## src/rtl/core/edit_distance_engine_core_assert.svh

```systemverilog
// Assertion macros shared by the edit distance core.
// Needs a clock named clk and an active-low reset named arst_n in scope.
`ifndef EDIT_DISTANCE_ENGINE_CORE_ASSERT_SVH
`define EDIT_DISTANCE_ENGINE_CORE_ASSERT_SVH

// Same-cycle implication, checked out of reset.
`define EDE_ASSERT_NOW(lbl, ante, cons) \
	lbl: assert property (@(posedge clk) disable iff (!arst_n) (ante) |-> (cons)) \
		else $error("assertion failed");

// Next-cycle implication, checked out of reset.
`define EDE_ASSERT_NEXT(lbl, ante, cons) \
	lbl: assert property (@(posedge clk) disable iff (!arst_n) (ante) |=> (cons)) \
		else $error("assertion failed");

`endif

```

## src/rtl/core/ede_pkg.sv

```systemverilog
// Shared types and constants for the edit distance core.
// No dependencies; used by ede_head, ede_cell and edit_distance_engine_core.
`timescale 1ns / 1ps

package ede_pkg;

	localparam int MAX_LEN_DEF = 32;
	localparam int FUNC_W      = 2;
	localparam int SYM_W       = 8;
	localparam int COST_W      = 16;
	localparam logic [COST_W-1:0] COST_SAT = {COST_W{1'b1}};

	// Request function codes, also used as token opcodes in the chain
	localparam logic [FUNC_W-1:0] FUNC_APPEND = 2'd0;
	localparam logic [FUNC_W-1:0] FUNC_QUERY  = 2'd1;
	localparam logic [FUNC_W-1:0] FUNC_FINISH = 2'd2;
	localparam logic [FUNC_W-1:0] FUNC_CLEAR  = 2'd3;

	// Token handed from cell to cell.
	// left: new cost of the previous column (query), or running distance (finish)
	// diag: old cost of the previous column (query)
	// mark: byte already placed (append), overflow flag (finish)
	typedef struct packed {
		logic              valid;
		logic [FUNC_W-1:0] op;
		logic [SYM_W-1:0]  sym;
		logic [COST_W-1:0] left;
		logic [COST_W-1:0] diag;
		logic              mark;
	} tok_t;

endpackage

```

## src/rtl/core/ede_cell.sv

```systemverilog
// One reference position of the edit distance chain: byte, active bit, cost.
// Updates its column from the passing token and hands it on. Depends on ede_pkg.
`timescale 1ns / 1ps

module ede_cell #(
	parameter int IDX = 1
) (
	input  logic           clk,
	input  logic           arst_n,
	input  logic           advance,
	input  ede_pkg::tok_t  tok_i,
	output ede_pkg::tok_t  tok_o
);
	import ede_pkg::*;

	localparam logic [COST_W-1:0] COST_INIT = COST_W'(IDX);

	logic [SYM_W-1:0]  ref_q, ref_d;
	logic              active_q, active_d;
	logic [COST_W-1:0] cost_q, cost_d;
	logic [COST_W:0]   left_p1, up_p1, sub_c, min_lu, min_all;
	logic [COST_W-1:0] cost_new;
	tok_t              tok_q, tok_d;

	// Edit step: min of insertion, deletion, substitution, saturated
	assign left_p1  = {1'b0, tok_i.left} + 1'b1;
	assign up_p1    = {1'b0, cost_q} + 1'b1;
	assign sub_c    = {1'b0, tok_i.diag} + {{COST_W{1'b0}}, (ref_q != tok_i.sym)};
	assign min_lu   = (left_p1 < up_p1) ? left_p1 : up_p1;
	assign min_all  = (min_lu < sub_c) ? min_lu : sub_c;
	assign cost_new = min_all[COST_W] ? COST_SAT : min_all[COST_W-1:0];

	// Apply the token to this column
	always_comb begin
		ref_d    = ref_q;
		active_d = active_q;
		cost_d   = cost_q;
		tok_d    = tok_i;
		if (tok_i.valid) begin
			case (tok_i.op)
				FUNC_APPEND: begin
					cost_d = COST_INIT;
					// first empty cell takes the byte
					if (!active_q && !tok_i.mark) begin
						ref_d      = tok_i.sym;
						active_d   = 1'b1;
						tok_d.mark = 1'b1;
					end
				end
				FUNC_QUERY: begin
					if (active_q) begin
						cost_d     = cost_new;
						tok_d.left = cost_new;
						tok_d.diag = cost_q;
					end
				end
				FUNC_FINISH: begin
					// last active cell leaves its cost as the distance
					if (active_q) begin
						tok_d.left = cost_q;
					end
					cost_d = COST_INIT;
				end
				FUNC_CLEAR: begin
					active_d = 1'b0;
					cost_d   = COST_INIT;
				end
				default: begin
					cost_d = cost_q;
				end
			endcase
		end
	end

	// Column state and the token handed on
	always_ff @(posedge clk or negedge arst_n) begin
		if (!arst_n) begin
			active_q <= 1'b0;
			cost_q   <= COST_INIT;
			tok_q    <= '0;
		end else if (advance) begin
			active_q <= active_d;
			cost_q   <= cost_d;
			tok_q    <= tok_d;
		end
	end

	// Reference byte, no reset
	always_ff @(posedge clk) begin
		if (advance) begin
			ref_q <= ref_d;
		end
	end

	assign tok_o = tok_q;

endmodule

```

## config.mk

```make
export PLATFORM = sky130hd
export DESIGN_NAME = ede_cell
export DESIGN_NICKNAME = d
export VERILOG_FILES = /design/src/rtl/core/edit_distance_engine_core_assert.svh /design/src/rtl/core/ede_pkg.sv /design/src/rtl/core/ede_cell.sv
export SDC_FILE = /design/constraint.sdc
export NUM_CORES = 1
export LEC_CHECK = 0
export BUFFER_PORTS_ARGS = -buffer_cell sky130_fd_sc_hd__buf_2
export CAP_MARGIN = 30
export CORE_AREA = 8 8 109 101
export CTS_BUF_LIST = sky130_fd_sc_hd__clkbuf_16
export CTS_CLUSTER_DIAMETER = 200
export DETAILED_ROUTE_END_ITERATION = 7
export DIE_AREA = 0 0 117 109
export PLACE_DENSITY_LB_ADDON = 0.15
export SETUP_SLACK_MARGIN = 0.1
export SYNTH_ARGS = -nofsm -noshare
export SYNTH_HDL_FRONTEND = slang
export SYNTH_SLANG_ARGS = --single-unit
export TNS_END_PERCENT = 20
```

## constraint.sdc

```tcl
create_clock -name clk -period 15.2 [get_ports clk]
set_input_delay 2.28 -clock clk [delete_from_list [all_inputs] [get_ports clk]]
set_output_delay 2.28 -clock clk [all_outputs]
set_load 0.02 [all_outputs]
```

==> run_results.csv <==
group,metric,value,unit
cells_and_area,utilization,67.70,%
critical_path,worstSetupPathType,"input port to register",
power,p_per_area,118.1,nW/um^2
synth,synth_nets,679,
clock_network,htree_num_levels,3,
min_path,min_from,"tok_o[36]",
critical_path,cp_max_fo,29,
sta,clock_skew,0.006155,ns
clock_network,clk_latency,0.34,ns
critical_path,cp_slowest_cell,"or4b_4",
global_route,antenna_found_initial,0,
cells_and_area,multiInputGateArea,3398,sq um
placement,io_buffer_count,90,
drt,vias,4904,
floorplanning,die_w,117,um
synth,synth_area,5396,sq um
clock_network,post_cts_buffers,0,
sta,final-setup-viol-count,0,
sta,hold_violations,0,
sta,post-route-period-util,55.47,%
clock_network,cts-hold-fix-buffers,0,
clock_network,cts_tree,"done",
clock_network,cts-root-buf,"clkbuf_16",
clock_network,cts_resized,0,
global_route,overflow,0,
critical_path,cpPeakStageDelay,0.57,ns
synth,syn_inst,593,
floorplanning,start_util,58.19,%
drt,wl,16.59,mm
synth,avgSynthCellArea,9.100,sq um
run,drv_cap,0,
floorplanning,ios,91,
critical_path,r2r_slack,8.18,ns
power,peakVddDrop,0.00005928,V
cells_and_area,seqCellArea,1768,sq um
cells_and_area,nets,759,
sta,fmax,0.1186,GHz
critical_path,arrival,8.63,ns
drt,drtAntennaViolNets,0,
critical_path,crit_chain,"buf_2 > ha_1 > nand2_1 > nor2_1 > nand3_1 > xor2_1 > inv_1 > ha_1 > a211oi_1 > o21ai_0 > o31a_1 > o311ai_4 > buf_4 > mux2_4 > ha_1 > nand3_1 > nor3_1 > nand3_1 > or3_1 > or4b_4 > nand2_4 > mux2i_1 > o22ai_1",
min_path,hold_path_class,"register to register",
global_route,grtUsageTotal,26.74,%
critical_path,worstSetupEndpointType,"register",
synth,ys_async_sr_fraction,88.41,%
synth,synth_ff_type,"dfrtp_1",
synth,ys.warnings.count,0,
clock_network,cts_buffers,9,
critical_path,r2r-start,"cost_q[0]",
synth,synth_top_area_share,27.82,%
critical_path,cp-start-kind,"input port",
synth,synth.yosys.seq_area_share,32.76,%
drt,vias_per_cell,6.100,
drt,first_pass_iters,8,
power,p_leak,3.056,nW
global_route,grt_pass1_wl,26.08,mm
clock_network,cts.clk_slew.worst_paths,0.06,ns
cells_and_area,diodes,0,
critical_path,critPathLaunch,"tok_i[17]",
floorplanning,die-area,12750,sq um
placement,finalWeightedCongestion,1.001,
floorplanning,die_h,109,um
critical_path,critical-path-top-delay-family,"simple AND/OR/NAND/NOR gates",
floorplanning,rows,34,
sta,tns,0,ns
sta,worst_pin_slew,1.035,ns
global_route,grt_max_degree,62,
synth,synth_edf_count,8,
floorplanning,core_area,9274,sq um
drt,wire_per_inst,20.64,um
global_route,grt_pass1_vias,4905,
cells_and_area,area_growth,16.35,%
sta,relSlewSlack,30.77,%
outcome,status,"finished clean",
synth,synth.distinct_cells,62,
cells_and_area,layout-drive-gt1-share,22.57,%
synth,yosysTopAreaCell,"dfrtp_1",
clock_network,cts_buffer_depth,2,
sta,grt_setup_unrepaired,"no",
drt,drtIter0Drc,543,
sta,min_period,8.431,ns
cells_and_area,fillers,770,
placement,hpwlAfterDp,12.59,mm
critical_path,critPathBufInv,3,
drt,drcViolationCount,0,
synth,synth.area.top_cells,"dfrtp_1, ha_1, mux2i_1, xor2_1, edfxtp_1",
sta,drv_slew,0,
clock_network,clock-sinks,69,
critical_path,worstPathRequired,15.40,ns
synth,synth_seq_cells,69,
-- synth_stat cells, drive strengths merged, types with 5 or more instances --
master	count
a21o	7
o21ai	27
xnor2	16
or3	6
o31ai	5
inv	26
mux2	19
nor2	40
a21oi	33
nand2	58
nand3	25
clkbuf	16
a31oi	10
ha	39
xor2	36
mux2i	34
nor3	8
a221oi	5
o22ai	5
buf	11
a222oi	9
nand4	9
dfrtp	60
edfxtp	8
or2	6
and3	21
-- layout by cell type, fill, tap and decap left out, types with 4 or more instances in the layout --
| master | n |
|---|---|
| a21o_1 | 7 |
| a21oi_1 | 32 |
| a221oi_1 | 5 |
| a222oi_1 | 9 |
| a22o_1 | 4 |
| a31oi_1 | 10 |
| a32oi_1 | 4 |
| and2_1 | 4 |
| and3_1 | 21 |
| buf_2 | 90 |
| buf_4 | 5 |
| clkbuf_16 | 9 |
| dfrtp_1 | 60 |
| edfxtp_1 | 8 |
| ha_1 | 39 |
| inv_1 | 26 |
| mux2_2 | 18 |
| mux2i_1 | 34 |
| nand2_1 | 57 |
| nand3_1 | 24 |
| nand4_1 | 9 |
| nor2_1 | 40 |
| nor2b_1 | 4 |
| nor3_1 | 7 |
| o21ai_0 | 21 |
| o21ai_1 | 6 |
| o22ai_1 | 5 |
| o31ai_1 | 5 |
| or2_2 | 6 |
| or3_1 | 6 |
| xnor2_1 | 15 |
| xor2_1 | 36 |
-- state kept, by name (all words and copies together) (netlist names) --
register,flops
tok_o,44
ref_q,8
active_q,1
cost_q,16
-- worst register-to-register path: cells and delay by family, from the launching register on --
kind | cells | cell delay, ns
compound gates | 5 | 1.35
fa+ha+maj | 3 | 0.85
buf+inv | 2 | 0.70
flops | 1 | 0.63
mux | 2 | 0.80
simple gates | 9 | 2.53
-- path summary, 6_finish.rpt --
path,end,cells past startpoint
max in group asynchronous,tok_o[31],2
min,tok_o[36],1
min reg2reg,tok_o[36],1
max reg2reg,tok_o[18],21
max,tok_o[18],23
min in group asynchronous,tok_o[16],2
-- layer usage --
layer / share of wire (%) / vias up / track usage, %
met2: 43 / 223 / 39.40
li1: - / 2325 / -
met3: 10 / 19 / 6.091
met1: 45 / 2337 / 38.42
met5: 0 / - / 0
met4: 1.3 / 0 / 7.215
-- final cells by class --
cell class / count / area share (%)
Multi-Input combinational cell: 469 / 54.13
Sequential cell: 69 / 28.16
Clock buffer: 9 / 3.587
Timing Repair Buffer: 96 / 8.011
Tap cell: 126 / 2.511
Clock inverter: 7 / 1.933
Inverter: 28 / 1.674
-- stage by stage --
stage	cells	power, W	hold slack [ns]	instance area [sq um]	setup slack (ns)
3_5_place_dp	788	0.0004870	0.4782	5932	6.572
5_1_grt	804	0.0007810	0.5250	6279	6.434
2_1_floorplan	593	0.0004096	0.4749	5396	7.543
6_report	804	0.0007415	0.5022	6279	6.769
3_3_place_gp	786	0.0004838	0.4773	5909	6.645
4_1_cts	804	0.0007411	0.5062	6279	6.892
-- kinds of logic after synthesis --
group	share of synthesized area (%)
AND/OR/NAND/NOR	18.27
AO/OA/AOI/OAI	16.74
flip-flops	32.76
buffers and inverters	4.266
multiplexers	10.34
XOR/XNOR	8.579
adder cells (fa/ha/maj)	9.042
-- where the power goes --
| part | internal, W | switching [W] | total (W) | leakage [nW] |
|---|---|---|---|---|
| clock network | 0.000161 | 0.0000888 | 0.000250 | 0.170 |
| registers | 0.000207 | 0.0000254 | 0.000233 | 0.810 |
| logic | 0.000102 | 0.000157 | 0.000259 | 2.08 |
No activity file was read; power rests on OpenSTA's default activity.
