[src/rtl/core/edit_distance_engine_core_assert.svh]
// Assertion macros shared by the edit distance core.
// Needs a clock named clk and an active-low reset named arst_n in scope.
`ifndef EDIT_DISTANCE_ENGINE_CORE_ASSERT_SVH
`define EDIT_DISTANCE_ENGINE_CORE_ASSERT_SVH

// Same-cycle implication, checked out of reset.
`define EDE_ASSERT_NOW(lbl, ante, cons) \
	lbl: assert property (@(posedge clk) disable iff (!arst_n) (ante) |-> (cons)) \
		else $error("assertion failed");

// Next-cycle implication, checked out of reset.
`define EDE_ASSERT_NEXT(lbl, ante, cons) \
	lbl: assert property (@(posedge clk) disable iff (!arst_n) (ante) |=> (cons)) \
		else $error("assertion failed");

`endif

[src/rtl/core/ede_pkg.sv]
// Shared types and constants for the edit distance core.
// No dependencies; used by ede_head, ede_cell and edit_distance_engine_core.
`timescale 1ns / 1ps

package ede_pkg;

	localparam int MAX_LEN_DEF = 32;
	localparam int FUNC_W      = 2;
	localparam int SYM_W       = 8;
	localparam int COST_W      = 16;
	localparam logic [COST_W-1:0] COST_SAT = {COST_W{1'b1}};

	// Request function codes, also used as token opcodes in the chain
	localparam logic [FUNC_W-1:0] FUNC_APPEND = 2'd0;
	localparam logic [FUNC_W-1:0] FUNC_QUERY  = 2'd1;
	localparam logic [FUNC_W-1:0] FUNC_FINISH = 2'd2;
	localparam logic [FUNC_W-1:0] FUNC_CLEAR  = 2'd3;

	// Token handed from cell to cell.
	// left: new cost of the previous column (query), or running distance (finish)
	// diag: old cost of the previous column (query)
	// mark: byte already placed (append), overflow flag (finish)
	typedef struct packed {
		logic              valid;
		logic [FUNC_W-1:0] op;
		logic [SYM_W-1:0]  sym;
		logic [COST_W-1:0] left;
		logic [COST_W-1:0] diag;
		logic              mark;
	} tok_t;

endpackage

[src/rtl/core/ede_head.sv]
// Head of the cell chain: reference length, query count and overflow flag.
// Turns each request into a token for the first cell. Depends on ede_pkg.
`timescale 1ns / 1ps

module ede_head #(
	parameter int MAX_LEN = ede_pkg::MAX_LEN_DEF
) (
	input  logic                         clk,
	input  logic                         arst_n,
	input  logic                         advance,
	input  logic                         req_valid,
	input  logic [ede_pkg::FUNC_W-1:0]   func,
	input  logic [ede_pkg::SYM_W-1:0]    symbol,
	output ede_pkg::tok_t                tok_o
);
	import ede_pkg::*;

	localparam int LEN_W = $clog2(MAX_LEN + 1);

	logic [LEN_W-1:0]  len_q, len_d;
	logic [COST_W-1:0] qcount_q, qcount_d, qcount_inc;
	logic              ovf_q, ovf_d;
	tok_t              tok_q, tok_d;

	// Saturating query byte count (also column zero of the row)
	assign qcount_inc = (qcount_q == COST_SAT) ? qcount_q : qcount_q + 1'b1;

	// Decode the request into head state updates and a token
	always_comb begin
		len_d      = len_q;
		qcount_d   = qcount_q;
		ovf_d      = ovf_q;
		tok_d      = '0;
		tok_d.op   = func;
		tok_d.sym  = symbol;
		tok_d.valid = req_valid;
		if (req_valid) begin
			case (func)
				FUNC_APPEND: begin
					if (len_q < LEN_W'(MAX_LEN)) begin
						len_d    = len_q + 1'b1;
						qcount_d = '0;
					end else begin
						// drop the byte and flag it
						ovf_d       = 1'b1;
						tok_d.valid = 1'b0;
					end
				end
				FUNC_QUERY: begin
					qcount_d   = qcount_inc;
					tok_d.left = qcount_inc;
					tok_d.diag = qcount_q;
				end
				FUNC_FINISH: begin
					tok_d.left = qcount_q;
					tok_d.mark = ovf_q;
					qcount_d   = '0;
				end
				FUNC_CLEAR: begin
					len_d    = '0;
					ovf_d    = 1'b0;
					qcount_d = '0;
				end
				default: begin
					tok_d.valid = 1'b0;
				end
			endcase
		end
	end

	// Advance head state and the token with the chain
	always_ff @(posedge clk or negedge arst_n) begin
		if (!arst_n) begin
			len_q    <= '0;
			qcount_q <= '0;
			ovf_q    <= 1'b0;
			tok_q    <= '0;
		end else if (advance) begin
			len_q    <= len_d;
			qcount_q <= qcount_d;
			ovf_q    <= ovf_d;
			tok_q    <= tok_d;
		end
	end

	assign tok_o = tok_q;

endmodule

[config.mk]
export PLATFORM = sky130hd
export DESIGN_NAME = ede_head
export DESIGN_NICKNAME = d
export VERILOG_FILES = /design/src/rtl/core/edit_distance_engine_core_assert.svh /design/src/rtl/core/ede_pkg.sv /design/src/rtl/core/ede_head.sv
export SDC_FILE = /design/constraint.sdc
export NUM_CORES = 1
export LEC_CHECK = 0
export ABC_AREA = 1
export BUFFER_PORTS_ARGS = -buffer_cell sky130_fd_sc_hd__buf_4
export CAP_MARGIN = 10
export CORE_ASPECT_RATIO = 0.7
export CORE_MARGIN = 5
export CORE_UTILIZATION = 24
export DETAILED_ROUTE_END_ITERATION = 8
export PLACE_DENSITY = 0.45
export SLEW_MARGIN = 20
export SYNTH_ARGS = -nofsm -noshare
export SYNTH_HDL_FRONTEND = slang
export SYNTH_SLANG_ARGS = --single-unit
[constraint.sdc]
create_clock -name clk -period 1.73 [get_ports clk]
set_input_delay 0.346 -clock clk [delete_from_list [all_inputs] [get_ports clk]]
set_output_delay 0.346 -clock clk [all_outputs]
set_load 0.02 [all_outputs]
==> results of run 1 <==
-- stage by stage --
stage                     setup slack, ps  setup TNS [ps]  power (uW)
after floorplan                     186.6               0        1902
after global placement              40.33               0        2095
after detailed placement           -11.43          -11.43        2105
final                               96.27               0        3642
after CTS                          -36.78          -36.78        3703
after global routing               -43.85          -87.45        3810
-- logic make-up after synthesis --
kind of cell,after synthesis,synth area share [%]
simple gates,228,28.43
buf+inv,48,6.238
flops,67,50.66
fa+ha+maj,6,2.268
compound gates,57,11.34
xor+xnor,4,1.058
-- metal layers --
layer	up-vias	share of wire (%)	GRT usage, %
met5	-	0	0
met4	0	0.80	3.916
met3	7	6.9	4.231
met2	70	39	17.65
met1	1449	53	18.72
li1	1481	-	-
-- where the power goes --
part	internal (uW)	total (uW)	switching, uW	leakage (uW)
clock	934	1560	624	0.000117
sequential	1640	1690	48.5	0.000907
combinational	146	397	251	0.00122
total	2720	3640	924	0.00224
-- state kept, by name (all words and copies together), names as in the netlist --
register and cells:
tok_o 44, len_q 6, qcount_q 16, ovf_q 1
-- worst max-delay path by stage --
stage / cells past startpoint / start / endpoint
2_1_floorplan: 10 / qcount_q[0]$_DFFE_PN0P_ / tok_o[22]$_DFFE_PN0P_
3_3_place_gp: 7 / qcount_q[0]$_DFFE_PN0P_ / qcount_q[0]$_DFFE_PN0P_
3_5_place_dp: 9 / qcount_q[0]$_DFFE_PN0P_ / tok_o[21]$_DFFE_PN0P_
4_1_cts: 11 / qcount_q[0]$_DFFE_PN0P_ / tok_o[31]$_DFFE_PN0P_
5_1_grt: 11 / qcount_q[0]$_DFFE_PN0P_ / tok_o[31]$_DFFE_PN0P_
6_report: 11 / qcount_q[0]$_DFFE_PN0P_ / tok_o[31]$_DFFE_PN0P_
-- worst max-delay path, cell delays in order (launching register included) --
cell and delay [ps]:
dfrtp_1 390, ha_4 160, nand3_4 100, nor3_4 190, buf_4 140, nand2_2 80, nor2_2 120, nand2_1 60
nand2_2 80, nand2_1 70, nand2_1 70, nand2_1 60
-- synthesized netlist by cell type --
cell	instances	area share [%]
nand2_1	176	20
nand4_1	2	0.38
o21ai_2	1	0.26
a32o_1	16	4.8
buf_1	1	0.11
nor3_4	2	0.98
o21bai_1	1	0.23
clkbuf_1	9	1.0
xor2_1	4	1.1
nor2_1	27	3.1
o21ai_1	10	1.5
o211ai_1	1	0.23
buf_4	4	0.91
dfrtp_1	67	51
nand3_2	2	0.60
nor3b_1	1	0.23
a21oi_1	3	0.45
inv_2	1	0.11
buf_2	3	0.45
ha_1	6	2.3
nor3_2	2	0.60
buf_6	1	0.34
nand3_1	10	1.5
nor3_1	2	0.30
inv_1	29	3.3
nand3b_1	1	0.23
a31oi_1	1	0.19
nand2_2	3	0.57
o21ai_0	24	3.6
-- final cells by class --
type	instances	area (sq um)	share of cell area [%]
well taps	185	231.5	5.223
inverters	30	112.6	2.541
multi-input cells	296	1495	33.74
flip-flops and latches	67	1677	37.83
clock inverters	1	5.005	0.1129
clock buffers	11	232.7	5.251
repair buffers	85	678.2	15.30
-- what timing repair did --
| item | in CTS | in global routing |
|---|---|---|
| hold buffers | 1 | 0 |
| setup buffers | 0 | 1 |
| pin swaps | 0 | 3 |
| resized for setup | 2 | 16 |
| hold endpoints to repair | 28 | 0 |
| setup endpoints to repair | 2 | 14 |
| gates cloned | 0 | 1 |
==> metrics.md, run 1 <==
| Metric | Value |
|---|---|
| Commonest non-fill, non-tap cell in the layout | nand2_1 |
| Vias | 3007 |
| CP Capture Type | flip-flop |
| RSZ-0062 raised after global routing | yes |
| DIE AREA | 0.01627 sq mm |
| Area grow syn2layout | 33.91% |
| Hold EP | tok_o[36]$_DFFE_PN0P_ |
| Worst path arrival time | 1850 ps |
| Starting DRT DRC Count | 215 |
| Max FO, Critical Path | 4 |
| Worst reg2reg setup slack | 100 ps |
| Final net count | 509 |
| Ant. Diodes | 0 |
| PD cells | 821.9 mW/mm^2 |
| Max-slew violation count | 0 |
| Hold path start | symbol[3] |
| Worst Path Required | 1940 ps |
| DIE WIDTH | 150.4 microns |
| Clock Latency Late Sink | 330 ps |
| Final setup viols | 0 |
| Syn_area_per_cell | 8.072 sq um |
| Detailed-route DRC error count | 0 |
| Vias in the first global route | 2920 |
| Synth Net Count | 430 |
| TritonCTS Buffers | 9 |
| Netlist cell types | 29 |
| Final worst-path cycle share | 94.44% |
| Final min period | 1634 ps |
| Post-DP HPWL | 7158 microns |
| Clock root buffer master | clkbuf_16 |
| CTS tree | yes |
| Post-synthesis sequential area ratio | 50.66% |
| RR Startpoint | qcount_q[0]$_DFFE_PN0P_ |
| WHS | 218.7 ps |
| Initial antenna violation count | 0 |
| Fmax | 0.6121 GHz |
| Placer Congestion | 0.8213 |
| Hold path depth | 3 |
| Initial Util | 24.86% |
| YS warnings | 0 |
| CORE AREA | 0.01331 sq mm |
| Die Ht | 108.2 microns |
| Core Util, Final | 33.29% |
| Clock Path Buffers | 2 |
| Worst slew pin tran | 430.3 ps |
| Fin cells | 675 |
| Detailed-router iteration count before antenna repair | 4 |
| Post-synthesis cell area | 0.003309 sq mm |
| Ports | 58 |
| Status | completed |
| Number of I/O port buffers | 57 |
| GRT Total Usage | 12.78% |
| Via-to-Cell Ratio | 4.455 |
| Worst setup SP type | flip-flop |
| Largest net degree at the start of global routing | 34 |
| # placed instances | 660 |
| Final-layout fill cell count | 1393 |
| Clock tree sinks | 67 |
| Peak supply drop | 0.3529 mV |
| Reg2Reg Depth | 11 |
| Leakage power | 0.002243 uW |
| MaxCap Viol Count | 0 |
| Cell row count | 35 |
| Flops & latches, synth | 67 |
| Area after DPL | 0.004108 sq mm |
| First-pass GRT wire length | 15970 microns |
| FF-to-FF End | tok_o[31]$_DFFE_PN0P_ |
| Grt total ovfl | 0 |
| Total Wirelength | 10040 microns |
| WL per Instance | 14.88 microns |
| Clk_skew | 6.924 ps |
| Endpoints failing hold | 0 |
| Crit Path Category | reg2reg |
| Share of layout cells above drive strength 1 | 23.67% |
| Htree depth | 3 |
| Routed Antenna Nets | 0 |
| Gate Count Post-Synth | 410 |
| Design area | 0.004432 sq mm |
| Worst slew margin | 71.31% |
| HP Class | in2reg |
| Clk slew on worst S/H paths | 50 ps |
| Most frequent cells in the layout | nand2_1 (172), buf_4 (81), dfrtp_1 (67) |
(Power assumes the default switching activity.)
==> inputs of run 2 (changes only) <==
--- a/config.mk
+++ b/config.mk
@@ -12,6 +12,7 @@
 export CORE_MARGIN = 5
 export CORE_UTILIZATION = 24
 export DETAILED_ROUTE_END_ITERATION = 8
+export MAX_ROUTING_LAYER = met4
 export PLACE_DENSITY = 0.45
 export SLEW_MARGIN = 20
 export SYNTH_ARGS = -nofsm -noshare
==> run 2 against run 1 <==
Against the previous run:
- non-clock buffer count is 4 higher
- highest routed layer unchanged
- die area stayed put
- design area is 1.8% higher
==> metrics.md, run 2 (synthesis results as in run 1) <==
| Metric | Value |
|---|---|
| Status | completed |
| Most frequent cells in the layout | nand2_1 (173), buf_4 (83), dfrtp_1 (66) |
| Leakage power | 0.002290 uW |
| Final net count | 512 |
| Vias | 2984 |
| CP endpoint | tok_o[29]$_DFFE_PN0P_ |
| Reg2Reg Depth | 9 |
| Final min period | 1669 ps |
| TritonCTS Buffers | 9 |
| Ant. Diodes | 0 |
| DIE WIDTH | 150.4 microns |
| Max FO, Critical Path | 4 |
| Worst slew margin | 72.64% |
| GRT Total Usage | 13.22% |
| MaxCap Viol Count | 0 |
| Setup WS post-layout | 61.21 ps |
| Clock Path Buffers | 2 |
| HP Class | in2reg |
| Clock root buffer master | clkbuf_16 |
| Vias in the first global route | 2872 |
| Total Wirelength | 9898 microns |
| Grt total ovfl | 0 |
| Clock tree sinks | 67 |
| Die Ht | 108.2 microns |
| Commonest non-fill, non-tap cell in the layout | nand2_1 |
| PD cells | 866.4 mW/mm^2 |
| FF-to-FF End | tok_o[29]$_DFFE_PN0P_ |
| Number of I/O port buffers | 57 |
| Largest register FFs | 44 |
| Max-slew violation count | 0 |
| Fmax | 0.5992 GHz |
| Detailed-route DRC error count | 0 |
| RSZ-0062 raised after global routing | yes |
| Final worst-path cycle share | 96.46% |
| Endpoints failing hold | 0 |
| DP Worst Slack | 41.13 ps |
| WL per Instance | 14.51 microns |
| Area grow syn2layout | 36.30% |
| Cell row count | 35 |
| RR Startpoint | qcount_q[0]$_DFFE_PN0P_ |
| # placed instances | 661 |
| Post-DP HPWL | 7081 microns |
| Peak supply drop | 0.3690 mV |
| Hold path start | symbol[1] |
| First-pass GRT wire length | 15970 microns |
| Final-layout fill cell count | 1426 |
| Fin cells | 682 |
| CTS tree | yes |
| Worst setup SP type | flip-flop |
| WHS | 220.2 ps |
| Start point of the critical path | qcount_q[0]$_DFFE_PN0P_ |
| Initial Util | 24.86% |
| DIE AREA | 0.01627 sq mm |
| CORE AREA | 0.01331 sq mm |
| Via-to-Cell Ratio | 4.375 |
| Design area | 0.004511 sq mm |
| Final Total Pwr | 3908 uW |
| Crit Path Category | reg2reg |
| Worst Path Required | 1960 ps |
| CP Capture Type | flip-flop |
| Starting DRT DRC Count | 136 |
| Clock Latency Late Sink | 340 ps |
| Routed Antenna Nets | 0 |
| Final setup viols | 0 |
| Clk slew on worst S/H paths | 60 ps |
| Placer Congestion | 0.8568 |
| Htree depth | 3 |
| Detailed-router iteration count before antenna repair | 4 |
| Worst reg2reg setup slack | 60 ps |
| Share of layout cells above drive strength 1 | 24.75% |
| Worst slew pin tran | 410.4 ps |
| Ports | 58 |
| Clk_skew | 7.410 ps |
| Initial antenna violation count | 0 |
| Largest net degree at the start of global routing | 34 |
| Area after DPL | 0.004115 sq mm |
| Worst path arrival time | 1900 ps |
run 2: layer usage:
metal	up-vias	global-route usage, %	share of wire (%)
li1	1488	-	-
met1	1401	19.45	53
met2	82	17.08	39
met3	13	3.812	6.4
met4	0	4.373	1.6
met5	-	-	0
run 2: final cells by class:
cell class                 count  area, sq um  area share (%)
multi-input combinational    295         1469           32.57
clock buffer                  11        242.7           5.381
tap                          185        231.5           5.132
inverter                      30        112.6           2.497
sequential                    67         1678           37.20
timing repair buffer          89        724.4           16.06
clock inverter                 5        52.55           1.165
run 2: repair_timing:
action                                  in CTS  in global routing
hold buffers                                 1                  0
hold endpoints to repair                    21                  0
endpoints found under the setup margin       0                 31
setup buffers                                0                  4
gates resized for setup                      0                 14
run 2: worst min-delay path by stage:
stage,to,slack [ps],depth (start not counted)
floorplan,len_q[0]$_DFFE_PN0P_,50,0
global placement,tok_o[35]$_DFFE_PN0P_,260,1
detailed placement,tok_o[35]$_DFFE_PN0P_,270,1
CTS,tok_o[36]$_DFFE_PN0P_,210,3
global route,tok_o[37]$_DFFE_PN0P_,210,3
finish,tok_o[34]$_DFFE_PN0P_,220,3
run 2: per-stage QoR:
step | TNS, ps | util (%)
after detailed placement | 0 | 30.91
after global placement | 0 | 30.91
after CTS | 0 | 33.20
after floorplan | 0 | -
final | 0 | 33.88
after global routing | -45.13 | 33.88
run 2: critical path, cell delays in order, from the launching register on:
cell and delay (ps):
dfrtp_1 350, ha_2 220, nand3_4 100, nor3_4 250, buf_6 140, nand2_4 60
o211ai_1 230, nand2_1 80, nand2_1 70, nand2_1 50
run 2: power breakdown:
part	switching (uW)	internal (uW)	leakage (uW)	total, uW
logic	250	144	0.00124	393
registers	38.8	1640	0.000905	1680
clock network	691	1150	0.000145	1840
total	980	2930	0.00229	3910
==> inputs of run 3 (changes only) <==
--- a/config.mk
+++ b/config.mk
@@ -14,6 +14,7 @@
 export DETAILED_ROUTE_END_ITERATION = 8
 export MAX_ROUTING_LAYER = met4
 export PLACE_DENSITY = 0.45
+export SETUP_SLACK_MARGIN = 0.1
 export SLEW_MARGIN = 20
 export SYNTH_ARGS = -nofsm -noshare
 export SYNTH_HDL_FRONTEND = slang
==> run 3 against run 2 <==
Against the previous run:
- combinational power barely moved
- sequential cell count did not move
- wire length rose by 0.79%
- non-clock buffer count rose by 1
- clock skew barely moved
- utilization rose by 0.36 points
- highest routed layer unchanged
==> metrics.md, run 3 (synthesis results as in run 1) <==
| Metric | Value |
|---|---|
| Status | completed |
| Fmax | 0.6018 GHz |
| TritonCTS Buffers | 9 |
| Uppermost layer routed | met4 |
| Max-slew violation count | 0 |
| Area after DPL | 0.004115 sq mm |
| Cell row count | 35 |
| Final setup viols | 0 |
| WP buf/inv | 1 |
| RSZ-0062 raised after global routing | yes |
| WL per Instance | 14.61 microns |
| Total Wirelength | 9976 microns |
| Number of I/O port buffers | 57 |
| Worst path depth | 9 |
| Crit-path leading delay family | simple AND/OR/NAND/NOR gates |
| Final-layout fill cell count | 1423 |
| CP max-delay cell | dfrtp_1 |
| Commonest non-fill, non-tap cell in the layout | nand2_1 |
| CP Capture Type | flip-flop |
| Ports | 58 |
| PD cells | 857.0 mW/mm^2 |
| Vias | 3008 |
| Fin cells | 683 |
| Peak supply drop | 0.3733 mV |
| Detailed-route DRC error count | 0 |
| Clock root buffer master | clkbuf_16 |
| Share of layout cells above drive strength 1 | 27.11% |
| Routed length on met1 | 5333 microns |
| Cell mode on critical path | nand2_1 |
| DIE AREA | 0.01627 sq mm |
| Leakage power | 0.002302 uW |
| Die Ht | 108.2 microns |
| Worst path arrival time | 1890 ps |
| Met3 wire length | 552 microns |
| Design area | 0.004558 sq mm |
| Final min period | 1662 ps |
| Largest register FFs | 44 |
| Clk_skew | 7.506 ps |
| DIE WIDTH | 150.4 microns |
| Clock tree sinks | 67 |
| CTS tree | yes |
| Routed Antenna Nets | 0 |
| Worst Path Required | 1960 ps |
| Worst setup SP type | flip-flop |
| Htree depth | 3 |
| Initial Util | 24.86% |
| Grt total ovfl | 0 |
| First-pass GRT wire length | 16010 microns |
| Max FO, Critical Path | 4 |
| Setup WS post-layout | 68.40 ps |
| Endpoints failing hold | 0 |
| Crit Path Category | reg2reg |
| CP Cell Sequence | ha_2 > nand3_4 > nor3_4 > buf_6 > nand2_4 > o211ai_1 > nand2_1 > nand2_1 > nand2_1 |
| Most frequent cells in the layout | nand2_1 (165), buf_4 (83), dfrtp_1 (66) |
| Final net count | 513 |
| Clock Latency Late Sink | 340 ps |
| HP Class | in2reg |
| Max incr delay on CP | 350 ps |
| CORE AREA | 0.01331 sq mm |
| GRT Total Usage | 13.26% |
| Post-DP HPWL | 7081 microns |
| Worst slew pin tran | 434.5 ps |
| Detailed-router iteration count before antenna repair | 4 |
| Final worst-path cycle share | 96.05% |
| Clock Path Buffers | 2 |
| Setup TNS | 0 ps |
| Area grow syn2layout | 37.73% |
| Vias in the first global route | 2884 |
| Via-to-Cell Ratio | 4.404 |
| Placer Congestion | 0.8568 |
| Reg2Reg Depth | 9 |
| Ant. Diodes | 0 |
| DP Worst Slack | 41.13 ps |
| Starting DRT DRC Count | 169 |
| Met2 WL | 3909 microns |
| # placed instances | 661 |
| Worst slew margin | 71.03% |
| Clk slew on worst S/H paths | 60 ps |
| MaxCap Viol Count | 0 |
| Largest net degree at the start of global routing | 34 |
| Hold path depth | 3 |
| Initial antenna violation count | 0 |
-- run 3: cell count changes in the layout (fill, tap and decap cells not counted), moves of 3 or more --
cell and delta:
nand2_1 -8, nand2_2 +8, o21ai_0 -6, o21ai_1 +3, o21ai_2 +3
-- run 3: worst min-delay path, cell delays in order --
cell and delay [ps]:
buf_4 80, nand2_1 40, nand2_1 60
-- run 3: final timing paths --
check	end	slack [ps]	startpoint
worst max-delay path	tok_o[29]$_DFFE_PN0P_	70	qcount_q[1]$_DFFE_PN0P_
worst min-delay path	tok_o[33]$_DFFE_PN0P_	220	symbol[0]
worst max register to register	tok_o[29]$_DFFE_PN0P_	70	qcount_q[1]$_DFFE_PN0P_
worst min register to register	tok_o[40]$_DFFE_PN0P_	470	tok_o[40]$_DFFE_PN0P_
max in group asynchronous	qcount_q[7]$_DFFE_PN0P_	750	arst_n
min in group asynchronous	qcount_q[15]$_DFFE_PN0P_	460	arst_n
-- run 3: layer usage --
metal | vias to the layer above | GRT usage [%]
met5 | - | -
met4 | 0 | 4.373
met3 | 16 | 3.812
met2 | 74 | 17.24
met1 | 1423 | 19.42
li1 | 1495 | -
-- run 3: timing repair --
item                                   CTS  global route
endpoints found under the hold margin   21             0
hold buffers                             1             0
pin swaps                                0            18
setup endpoints to repair               19            28
gates resized for setup                  3            30
buffers inserted                         0             5
-- run 3: power breakdown --
part           internal, uW  switching [uW]  total (uW)
registers              1640            38.7        1680
clock network          1150             688        1830
logic                   143             252         395
total                  2930             979        3910
-- run 3: metrics by stage --
stage / hold WS (ps) / util [%] / total power, uW
after floorplan: 50.41 / - / 1902
after global placement: 262.9 / 30.91 / 2091
after detailed placement: 271.1 / 30.91 / 2099
after CTS: 212.8 / 33.30 / 3968
after global routing: 214.2 / 34.24 / 4084
final: 220.3 / 34.24 / 3906
-- run 3: cell type report --
type	count	area (sq um)	area share [%]
multi-input combinational	295	1505	33.02
clock inverter	5	52.55	1.153
timing repair buffer	90	735.7	16.14
inverter	30	112.6	2.470
sequential	67	1678	36.81
clock buffer	11	242.7	5.325
tap	185	231.5	5.078
